## src/rtl/core/chr_pkg.sv

```systemverilog
package chr_pkg;

	localparam int NUM_CHANNELS_DEF = 16;
	localparam int SAMPLE_BITS_DEF  = 24;
	localparam int CH_W             = 4;
	localparam int RATIO_W          = 29;
	localparam int FRAC_BITS        = 24;
	localparam int PRIME_W          = 2;
	localparam int CNT_W            = 6;

	localparam logic [RATIO_W-1:0] ONE_Q24   = RATIO_W'(32'h0100_0000);
	localparam logic [RATIO_W-1:0] RATIO_MIN = RATIO_W'(32'd262144);
	localparam logic [RATIO_W-1:0] RATIO_MAX = RATIO_W'(32'd268435456);
	localparam logic [CNT_W-1:0]   CNT_LAST  = CNT_W'(63);
	localparam logic [PRIME_W-1:0] PRIMED    = PRIME_W'(3);

	typedef enum logic [0:0] {
		REG_RATIO  = 1'b0,
		REG_NUM_CH = 1'b1
	} chr_reg_t;

	typedef enum logic [2:0] {
		ST_IDLE,
		ST_MOD,
		ST_MUL1,
		ST_MUL2,
		ST_MUL3,
		ST_EMIT,
		ST_WB,
		ST_SINGLE
	} chr_state_t;

endpackage

```

## src/rtl/core/cubic_hermite_resampler_top.sv

```systemverilog
// A pass-through or bad-channel sample goes from the input registers through ST_SINGLE to
// the output register. A primed channel's sample reads its table entry and updates it in
// ST_MOD; each result then takes three multiply steps through one shared multiplier. A
// new sample is taken only in ST_IDLE, once the last one is written back or output;
// output stalls hold the flow.
// Reset: ratio 1.0, no channels in use; per-channel flags make every channel read as zero.
module cubic_hermite_resampler_top #(
	parameter int NUM_CHANNELS = chr_pkg::NUM_CHANNELS_DEF,
	parameter int SAMPLE_BITS  = chr_pkg::SAMPLE_BITS_DEF
) (
	input  logic                            clk,
	input  logic                            arst_n,
	input  logic                            cfg_we,
	input  logic                            cfg_index,
	input  logic [chr_pkg::RATIO_W-1:0]     cfg_wdata,
	input  logic                            in_valid,
	output logic                            in_ready,
	input  logic [chr_pkg::CH_W-1:0]        channel,
	input  logic signed [SAMPLE_BITS-1:0]   sample,
	output logic                            out_valid,
	input  logic                            out_ready,
	output logic [chr_pkg::CH_W-1:0]        out_channel,
	output logic signed [SAMPLE_BITS-1:0]   out_sample,
	output logic                            last_of_run,
	output logic                            bad_channel
);
	import chr_pkg::*;

	localparam int SB    = SAMPLE_BITS;
	localparam int AW    = (NUM_CHANNELS > 1) ? $clog2(NUM_CHANNELS) : 1;
	localparam int CW    = SB + 4;
	localparam int PW    = SB + 6;
	localparam int MW    = PW + FRAC_BITS + 1;
	localparam int WORD_W = PRIME_W + RATIO_W + 4 * SB;
	localparam logic signed [PW-1:0] SMAX = PW'((64'sd1 <<< (SB - 1)) - 64'sd1);
	localparam logic signed [PW-1:0] SMIN = -SMAX - PW'(1);
	localparam logic signed [MW-1:0] HALF_LSB = MW'(64'sd1 <<< (FRAC_BITS - 1));

	chr_state_t state_q, state_d;

	logic [RATIO_W-1:0] ratio_q;
	logic [4:0]         num_ch_q;

	logic [WORD_W-1:0] mem [NUM_CHANNELS];
	logic [WORD_W-1:0] mem_rd_s1;
	logic [NUM_CHANNELS-1:0] vld_q;
	logic              vld_s1;
	logic [AW-1:0]     rd_addr;
	logic              mem_we;
	logic [WORD_W-1:0] mem_wdata;

	logic [CH_W-1:0]        ch_q;
	logic [AW-1:0]          addr_q;
	logic signed [SB-1:0]   smp_q;
	logic                   bad_q;
	logic signed [SB-1:0]   hp_q, hc_q, hn_q, hn2_q;
	logic [PRIME_W-1:0]     prime_q;
	logic [RATIO_W-1:0]     pos_q;
	logic signed [CW-1:0]   a2_q, b2_q, c2_q;
	logic signed [PW-1:0]   p_q;
	logic [CNT_W-1:0]       n_q;

	logic out_valid_q, out_last_q, out_bad_q;
	logic [CH_W-1:0] out_ch_q;
	logic signed [SB-1:0] out_smp_q;

	logic in_fire, out_load, bad_in, pass_in;
	logic [RATIO_W-1:0] step;
	logic [RATIO_W-1:0] pos_adv;
	logic               last_emit;

	// decoded entry, zero when never written
	logic [WORD_W-1:0]      word;
	logic signed [SB-1:0]   e_prev, e_cur, e_next, e_next2;
	logic [RATIO_W-1:0]     e_pos, pos_sub;
	logic [PRIME_W-1:0]     e_prime;
	logic signed [CW-1:0]   xm1, x0, x1, x2;

	logic signed [PW-1:0] mul_a, addend, rnd, p_next, p_half, sat_v;
	logic signed [MW-1:0] prod;

	assign in_fire = in_valid && in_ready;
	assign rd_addr = AW'(channel);
	assign bad_in  = ({1'b0, channel} >= num_ch_q) || (32'(channel) >= NUM_CHANNELS);
	assign pass_in = (ratio_q == ONE_Q24);

	assign step = (ratio_q < RATIO_MIN) ? RATIO_MIN :
	              (ratio_q > RATIO_MAX) ? RATIO_MAX : ratio_q;
	assign pos_adv   = pos_q + step;
	assign last_emit = (pos_adv >= ONE_Q24) || (n_q == CNT_LAST);

	assign word    = vld_s1 ? mem_rd_s1 : '0;
	assign e_next2 = word[SB-1:0];
	assign e_next  = word[2*SB-1:SB];
	assign e_cur   = word[3*SB-1:2*SB];
	assign e_prev  = word[4*SB-1:3*SB];
	assign e_pos   = word[4*SB+RATIO_W-1:4*SB];
	assign e_prime = word[WORD_W-1:4*SB+RATIO_W];
	assign pos_sub = (e_pos >= ONE_Q24) ? e_pos - ONE_Q24 : '0;

	// history after the shift
	assign xm1 = CW'(e_cur);
	assign x0  = CW'(e_next);
	assign x1  = CW'(e_next2);
	assign x2  = CW'(smp_q);

	assign mem_wdata = {prime_q, pos_q, hp_q, hc_q, hn_q, hn2_q};

	// shared Horner step
	always_comb begin
		mul_a  = p_q;
		addend = PW'(c2_q);
		case (state_q)
			ST_MUL1: begin
				mul_a  = PW'(a2_q);
				addend = PW'(b2_q);
			end
			ST_MUL3: addend = PW'(hc_q) <<< 1;
			default: addend = PW'(c2_q);
		endcase
		prod   = MW'(mul_a) * MW'($signed({1'b0, pos_q[FRAC_BITS-1:0]}));
		rnd    = PW'((prod + HALF_LSB) >>> FRAC_BITS);
		p_next = rnd + addend;
		p_half = (p_q + PW'(1)) >>> 1;
		sat_v  = (p_half > SMAX) ? SMAX : (p_half < SMIN) ? SMIN : p_half;
	end

	always_comb begin
		state_d = state_q;
		unique case (state_q)
			ST_IDLE:   if (in_fire) state_d = (bad_in || pass_in) ? ST_SINGLE : ST_MOD;
			ST_MOD:    state_d = (e_prime != PRIMED || pos_sub >= ONE_Q24) ? ST_WB : ST_MUL1;
			ST_MUL1:   state_d = ST_MUL2;
			ST_MUL2:   state_d = ST_MUL3;
			ST_MUL3:   state_d = ST_EMIT;
			ST_EMIT:   if (out_load) state_d = last_emit ? ST_WB : ST_MUL1;
			ST_WB:     state_d = ST_IDLE;
			ST_SINGLE: if (out_load) state_d = ST_IDLE;
			default:   state_d = ST_IDLE;
		endcase
	end

	always_comb begin
		in_ready = 1'b0;
		mem_we   = 1'b0;
		out_load = 1'b0;
		unique case (state_q)
			ST_IDLE:   in_ready = 1'b1;
			ST_WB:     mem_we = 1'b1;
			ST_EMIT,
			ST_SINGLE: out_load = !out_valid_q || out_ready;
			default:   in_ready = 1'b0;
		endcase
	end

	always_ff @(posedge clk or negedge arst_n) begin
		if (!arst_n) begin
			state_q     <= ST_IDLE;
			ratio_q     <= ONE_Q24;
			num_ch_q    <= '0;
			vld_q       <= '0;
			vld_s1      <= 1'b0;
			out_valid_q <= 1'b0;
		end else begin
			state_q <= state_d;
			if (cfg_we) begin
				unique case (chr_reg_t'(cfg_index))
					REG_RATIO:  ratio_q <= cfg_wdata;
					REG_NUM_CH: num_ch_q <= cfg_wdata[4:0];
					default:    ratio_q <= ratio_q;
				endcase
			end
			if (in_fire) vld_s1 <= vld_q[rd_addr];
			if (mem_we) vld_q[addr_q] <= 1'b1;
			if (out_load) out_valid_q <= 1'b1;
			else if (out_ready) out_valid_q <= 1'b0;
		end
	end

	always_ff @(posedge clk) begin
		if (in_fire) mem_rd_s1 <= mem[rd_addr];
		if (mem_we) mem[addr_q] <= mem_wdata;
	end

	always_ff @(posedge clk) begin
		if (in_fire) begin
			ch_q   <= channel;
			addr_q <= rd_addr;
			smp_q  <= sample;
			bad_q  <= bad_in;
		end
		case (state_q)
			ST_MOD: begin
				n_q <= '0;
				if (e_prime != PRIMED) begin
					prime_q <= e_prime + PRIME_W'(1);
					hp_q    <= e_prev;
					hc_q    <= e_cur;
					hn_q    <= e_next;
					hn2_q   <= e_next2;
					pos_q   <= e_pos;
					if (e_prime == PRIME_W'(0)) hc_q <= smp_q;
					else if (e_prime == PRIME_W'(1)) hn_q <= smp_q;
					else begin
						hn2_q <= smp_q;
						hp_q  <= '0;
						pos_q <= '0;
					end
				end else begin
					prime_q <= e_prime;
					hp_q    <= e_cur;
					hc_q    <= e_next;
					hn_q    <= e_next2;
					hn2_q   <= smp_q;
					pos_q   <= pos_sub;
					a2_q    <= CW'(3) * (x0 - x1) - xm1 + x2;
					b2_q    <= (x1 <<< 2) + (xm1 <<< 1) - CW'(5) * x0 - x2;
					c2_q    <= x1 - xm1;
				end
			end
			ST_MUL1, ST_MUL2, ST_MUL3: p_q <= p_next;
			ST_EMIT: begin
				if (out_load) begin
					pos_q <= pos_adv;
					n_q   <= n_q + CNT_W'(1);
				end
			end
			default: p_q <= p_q;
		endcase
		if (out_load) begin
			out_ch_q <= ch_q;
			if (state_q == ST_SINGLE) begin
				out_smp_q  <= bad_q ? '0 : smp_q;
				out_last_q <= 1'b1;
				out_bad_q  <= bad_q;
			end else begin
				out_smp_q  <= SB'(sat_v);
				out_last_q <= last_emit;
				out_bad_q  <= 1'b0;
			end
		end
	end

	assign out_valid   = out_valid_q;
	assign out_channel = out_ch_q;
	assign out_sample  = out_smp_q;
	assign last_of_run = out_last_q;
	assign bad_channel = out_bad_q;

	a_wb_only: assert property (@(posedge clk) disable iff (!arst_n)
		mem_we |-> (state_q == ST_WB))
		else $error("table written outside writeback");
	a_fire_next: assert property (@(posedge clk) disable iff (!arst_n)
		in_fire |=> (state_q == ST_MOD || state_q == ST_SINGLE))
		else $error("bad state after input transfer");
	a_pos_frac: assert property (@(posedge clk) disable iff (!arst_n)
		(state_q == ST_MUL1) |-> (pos_q < ONE_Q24))
		else $error("interpolating at position of one or more");
	a_single_last: assert property (@(posedge clk) disable iff (!arst_n)
		(state_q == ST_SINGLE && out_load) |=> (out_valid_q && out_last_q))
		else $error("single result not marked last");
endmodule

```

## config.mk

```make
export PLATFORM = sky130hd
export DESIGN_NAME = cubic_hermite_resampler_top
export DESIGN_NICKNAME = d
export VERILOG_FILES = /design/src/rtl/core/chr_pkg.sv /design/src/rtl/core/cubic_hermite_resampler_top.sv
export SDC_FILE = /design/constraint.sdc
export NUM_CORES = 2
export LEC_CHECK = 0
export ABC_CLOCK_PERIOD_IN_PS = 10600
export BUFFER_PORTS_ARGS = -buffer_cell sky130_fd_sc_hd__buf_2
export CORE_MARGIN = 2
export CORE_UTILIZATION = 43
export DETAILED_ROUTE_END_ITERATION = 10
export PLACE_DENSITY_LB_ADDON = 0.12
export SYNTH_ARGS = -nofsm -noshare
export SYNTH_HDL_FRONTEND = slang
export SYNTH_SLANG_ARGS = --single-unit
```

## constraint.sdc

```tcl
create_clock -name clk -period 10.6 [get_ports clk]
set_clock_uncertainty 0.05 [all_clocks]
set_input_delay 2.12 -clock clk [delete_from_list [all_inputs] [get_ports clk]]
set_output_delay 2.12 -clock clk [all_outputs]
set_load 0.005 [all_outputs]
```

## Word-level counts from Yosys, hierarchy flattened

Memory sizes are Yosys's and may differ from the RTL's. A register that Yosys moved wholly into a read port is not among the register bits.
Cells that the tools add are included.

- Muxes and demuxes: 47
- Multiply operators: 3
- $add $sub $neg: 14
- Equal/unequal tests: 14
- Bitwise gates (word level): 3
- Order comparisons: 11
- Reduce and logical (&&, ||, !) cells: 18

Operators by type and width:

| cell | count |
|---|---|
| 2-to-1 mux 24 bit | 15 |
| 2-to-1 mux 29 bit | 7 |
| 2-to-1 mux 127 bit | 1 |
| greater-or-equal comparator 29 x 25 -> 1 bit (second input constant) | 3 |
| one-hot mux 30 bit (2 select lines) | 1 |
| one-hot mux 29 bit (2 select lines) | 1 |
| subtractor 28 x 24 -> 28 bit | 2 |
| adder 54 x 25 -> 54 bit (second input constant) | 1 |
| multiplier 30 x 25 -> 54 bit | 1 |
| subtractor 24 x 24 -> 25 bit | 2 |
| adder 30 x 2 -> 30 bit (second input constant) | 1 |
| adder 30 bit | 1 |
| 2-to-1 mux 30 bit | 1 |
| adder 29 bit | 1 |
| equality test 29 x 25 -> 1 bit (second input constant) | 1 |
| > comparator 29 x 24 -> 1 bit (second input constant) | 1 |
| > comparator 29 bit (second input constant) | 1 |
| < comparator 29 x 19 -> 1 bit (second input constant) | 1 |
| < comparator 29 x 24 -> 1 bit (second input constant) | 1 |
| subtractor 29 x 25 -> 29 bit (second input constant) | 1 |
| adder 28 x 24 -> 28 bit | 1 |
| multiplier 3 x 25 -> 28 bit (first input constant) | 1 |
| multiplier 4 x 24 -> 28 bit (first input constant) | 1 |
| subtractor 27 x 28 -> 28 bit | 1 |
| 32 further kinds | 62 |

- Logic and storage cells: 135
- Memories: 1
- Register bits: 361
- Input port bits: 63
- Memory bits (writable): 2,032
- Output and inout port bits: 32

Memories:

| memory | words | bits a word | rd ports | clocked after Yosys merged registers in | wr ports | line | RTL |
|---|---|---|---|---|---|---|---|
| mem | 16 | 127 | 1 | 1 | 1 | cubic_hermite_resampler_top.sv:44 | `logic [WORD_W-1:0] mem [NUM_CHANNELS];` |

## Logic depth before layout (Yosys ltp)

- Depth after elaboration: 9
- Depth in mapped cells: 48
- Depth with buffers taken out: 45

## Worst setup path before layout

No wires, ideal clock.

- Path kind: register -> register
- From: reg state_q[0]
- To: reg p_q[28] (data pin)
- Data required time: 10.292 ns
- Stages on the path, launching flop included: 44
- Setup slack: 0.556 ns
- Period minus slack after synthesis: 10.044 ns
- Path buffers: 4
- Library setup time: 0.258 ns
- Arrival: 9.736 ns
- Cell sequence: dfrtp_1 buf_2 nor3b_4 clkbuf_1 buf_1 nand2_1 nand2_1 clkbuf_1 nand2_1 fa_1 fa_1 fa_1 fa_1 fa_1 inv_1 fa_1 inv_1 fa_1 (+8 left out) o21ai_0 nand2b_1 a221oi_1 xnor2_1 ha_1 fa_1 a21o_1 a21oi_1 o21ai_0 a21oi_1 o21bai_1 a21oi_1 o31a_1 nor3_1 o41ai_1 o21bai_1 a21oi_1 xnor2_1

- Word-level cells in the longest chain between the ends: 5
- Elaborated cells between the ends (all ways): 7
- Classes of those cells: add/sub (2); mul (1); eq/ne (2); mux (2)

RTL lines:

| what | line | RTL |
|---|---|---|
| start, declared | cubic_hermite_resampler_top.sv:39 | `chr_state_t state_q, state_d;` |
| start signal, assigned | cubic_hermite_resampler_top.sv:165 | `state_q <= state_d;` |
| equality test 3 x 2 -> 1 bit | cubic_hermite_resampler_top.sv:113 | `case (state_q)` |
| 2-to-1 mux 30 bit | cubic_hermite_resampler_top.sv:113 |  |
| multiplier 30 x 25 -> 54 bit | cubic_hermite_resampler_top.sv:121 | `prod = MW'(mul_a) * MW'($signed({1'b0, pos_q[FRAC_BITS-1:0]}));` |
| adder 54 x 25 -> 54 bit | cubic_hermite_resampler_top.sv:122 | `rnd = PW'((prod + HALF_LSB) >>> FRAC_BITS);` |
| adder 30 bit * | cubic_hermite_resampler_top.sv:123 | `p_next = rnd + addend;` |
| named net p_next[28] | cubic_hermite_resampler_top.sv:79 | `logic signed [PW-1:0] mul_a, addend, rnd, p_next, p_half, sat_v;` |
| end signal, assigned | cubic_hermite_resampler_top.sv:221 | `ST_MUL1, ST_MUL2, ST_MUL3: p_q <= p_next;` |
| end signal, assigned | cubic_hermite_resampler_top.sv:228 | `default: p_q <= p_q;` |
| end, declared | cubic_hermite_resampler_top.sv:60 | `logic signed [PW-1:0] p_q;` |

Mark *: on every way through the listed nets, which the timed path passes. The rest lies on a longest branch.
A chain may end at the register's enable or synchronous reset.

## Worst setup path in the final report

- From: reg state_q[0]
- To: reg p_q[29] (data pin)

Same word-level chain as after synthesis.

==> results.md <==
* Status: finished, final reports clean
* Worst-path clk slew at 60 ps
* CTS tree: yes
* Buffers & Inverters on Critical Path at 8
* DR WL/cell at 26.15 um
* Max Freq at 98.64 MHz
* CP max stage delay at 550 ps
* Synth area leader: edfxtp_1
* Post-Syn Area at 0.1161 sq mm
* Hold_buf cts at 0
* IO Pins at 95
* Max FO, Critical Path at 12
* Post-Route WL at between 300,000 and 400,000 um
* Setup violators final at 0
* Initial Utilization at around 43%
* Share of layout cells above drive strength 1 at 16.21%
* Worst-Skew Late Latency at 910 ps
* Die outline height at 523.6 um
* Area growth syn-to-layout at 11.90%
* Largest net degree at the start of global routing at 127
* DP Area at 0.1226 sq mm
* Commonest cells after routing, fill and taps aside: edfxtp_1 (2,030), inv_1 (1,021), fa_1 (862)
* Most used cell, CP: fa_1
* CTS sink cnt at 2,085
* Synth area leaders: edfxtp_1 (53%), fa_1 (15%), mux4_2 (10%)
* Slew HR at 21.24%
* DRC Markers at 0
* First-pass GRT wire length at roughly 460,000 um
* Post-route insts no fill at 11,696
* GRT Total Usage at between 20% and 30%
* H-tree Lvls at 4
* Period minus WS final at 10,140 ps
* Register area share after synthesis at 53.70%
* Buffer depth of the longest clock path at 3
* Final HPWL DP at 200,000 um
* Main synth FF type: edfxtp_1
* Yosys warnings at 0
* Area share of the largest cell type after synthesis at 52.52%
* Critical path data arrival time at 10,680 ps
* Crit Path Category: reg -> reg
* I/O Buffers at between 90 and 100
* Mapped Avg Cell Area at 15.10 sq um
* Commonest non-fill, non-tap cell in the layout: edfxtp_1
* CP Capture Type: register
* Core Box Area at 0.2682 sq mm
* FP Rows at 190
* Antenna violations before repair at 6
* Finished Cell Area at 0.1299 sq mm
* Multi-input logic area at 0.04895 sq mm
* Placed cell count at 11,294
* Sequential cell area at 0.06234 sq mm
* Nets at 9,309
* Initial DRT Pass Iterations at 5
* Placer Congestion at ~0.88
* Antenna viol nets, final at 0
* Async set or reset register ratio after synthesis at 2.638%
* Vias at around 64,000
* Die W at 523.6 um
* Hold Vio Cnt, Final at 0
* CTS Buf Count at roughly 210
* Fin crit share at around 96%
* Final Max Slew Viols at 0
* Gr ovfl total at 0
* Yosys cell types at 74
* Max Cap Violations at 0
* Post-DR vias/cell at 5.505
* CP delay by family, top: adder cells
* Synth Instances at 7,687
* Critical Path RT at 11,140 ps
* Vias in the first global route at 68,915
* HP Class: reg -> reg
* Syn_nets at around 9,000
* Crit path max-delay cell type: fa_1
* Least-Margin Pin Slew at ~1200 ps
* RSZ-0062 raised after global routing: true
* Yosys reg bits at 2,085
* DRT iter0 DRCs at 4,886
* Fillers at 23,018
* Die area at approximately 0.27 sq mm
* Worst setup SP type: register
* Number of flops mapped to enable cells by yosys at 2,030
* CTS Root Cell: clkbuf_16
synth_stat cells, types with 6 or more instances:
cell          n
a2111oi_0     6
a211oi_1     11
a21boi_0     10
a21o_1       91
a21oi_1     153
a221oi_1     10
a22oi_1      26
a31oi_1      16
and2_1      482
and3_1       23
buf_1        42
clkbuf_1    278
dfrtp_1      54
edfxtp_1   2030
fa_1        863
ha_1        418
inv_1      1022
mux2_2       35
mux2i_1      73
mux4_2      520
nand2_1     628
nand2b_1     22
nand3_1      52
nand4_1      21
nor2_1      156
nor2b_1      58
nor3_1       32
nor4_1       14
o211a_1      25
o211ai_1     12
o21a_1       28
o21ai_0     141
o21bai_1     17
o31ai_1       8
or2_2        19
or3_1         7
xnor2_1     149
xor2_1       59
registers in the layout, summed over array words and instances, names as in the netlist, 2 cells and up:
signal / count
a2_q: 28
addr_q: 4
b2_q: 28
c2_q: 25
hc_q: 24
hn2_q: 24
hn_q: 24
mem: 1648
mem_rd_s1: 103
n_q: 6
num_ch_q: 5
out_channel: 4
out_sample: 24
p_q: 30
pos_q: 29
prime_q: 2
ratio_q: 29
smp_q: 24
state_q: 3
vld_q: 16
cell families after synthesis:
logic type	after synthesis	share of synthesized area, %
AOI/OAI and AO/OA	603	3.364
xor gates and xnor gates	208	1.569
adders and majority gates	1281	19.39
buffers and inverters	1344	4.347
DFF	2085	53.70
muxes	629	11.07
and+or+nand+nor	1537	6.553
stage by stage:
step                      utilization (%)  TNS, ps  hold WS [ps]  setup WS, ps
after floorplan                         -        0         383.7         556.0
after global placement              45.72        0         395.1         193.2
after detailed placement            45.72        0         396.5         196.7
after CTS                           48.36        0         410.7         142.9
after global routing                48.44   -208.3         422.0        -102.4
final                               48.44        0         410.3         462.2
worst paths after layout:
check / startpoint / slack [ps] / cells after the start / to
worst max-delay path: state_q[0]$_DFFE_PN0P_ / 460 / 42 / p_q[29]$_DFFE_PP_
worst min-delay path: vld_q[7]$_DFFE_PN0P_ / 410 / 1 / vld_q[7]$_DFFE_PN0P_
worst max register to register: state_q[0]$_DFFE_PN0P_ / 460 / 42 / p_q[29]$_DFFE_PP_
worst min register to register: vld_q[7]$_DFFE_PN0P_ / 410 / 1 / vld_q[7]$_DFFE_PN0P_
max in group asynchronous: arst_n / 8570 / 2 / vld_s1$_DFFE_PN0P_
min in group asynchronous: arst_n / 1330 / 2 / vld_q[8]$_DFFE_PN0P_
per-layer routing:
metal / global-route usage, % / up-vias / routed length, um
li1: - / 27770 / -
met1: 31.92 / 34677 / 134000
met2: 37.82 / 1594 / 149800
met3: 2.531 / 348 / 14260
met4: 5.969 / 0 / 7687
met5: 0 / - / 0
cell type report:
type	count	area share (%)
clock buffers	265	4.278
multi-input cells	4258	37.69
flip-flops and latches	2085	48.00
inverters	1023	2.956
diodes	1	0.001927
clock inverters	129	1.177
repair buffers	383	2.478
well taps	3552	3.422
repair_timing:
action,CTS,global route
setup buffers,0,6
resized for setup,0,29
hold endpoints to repair,0,0
endpoints found under the setup margin,0,9
Power is left out: the tool's default activity adds up to more than one toggle a clock period on the data nets, which glitch-free logic cannot reach.
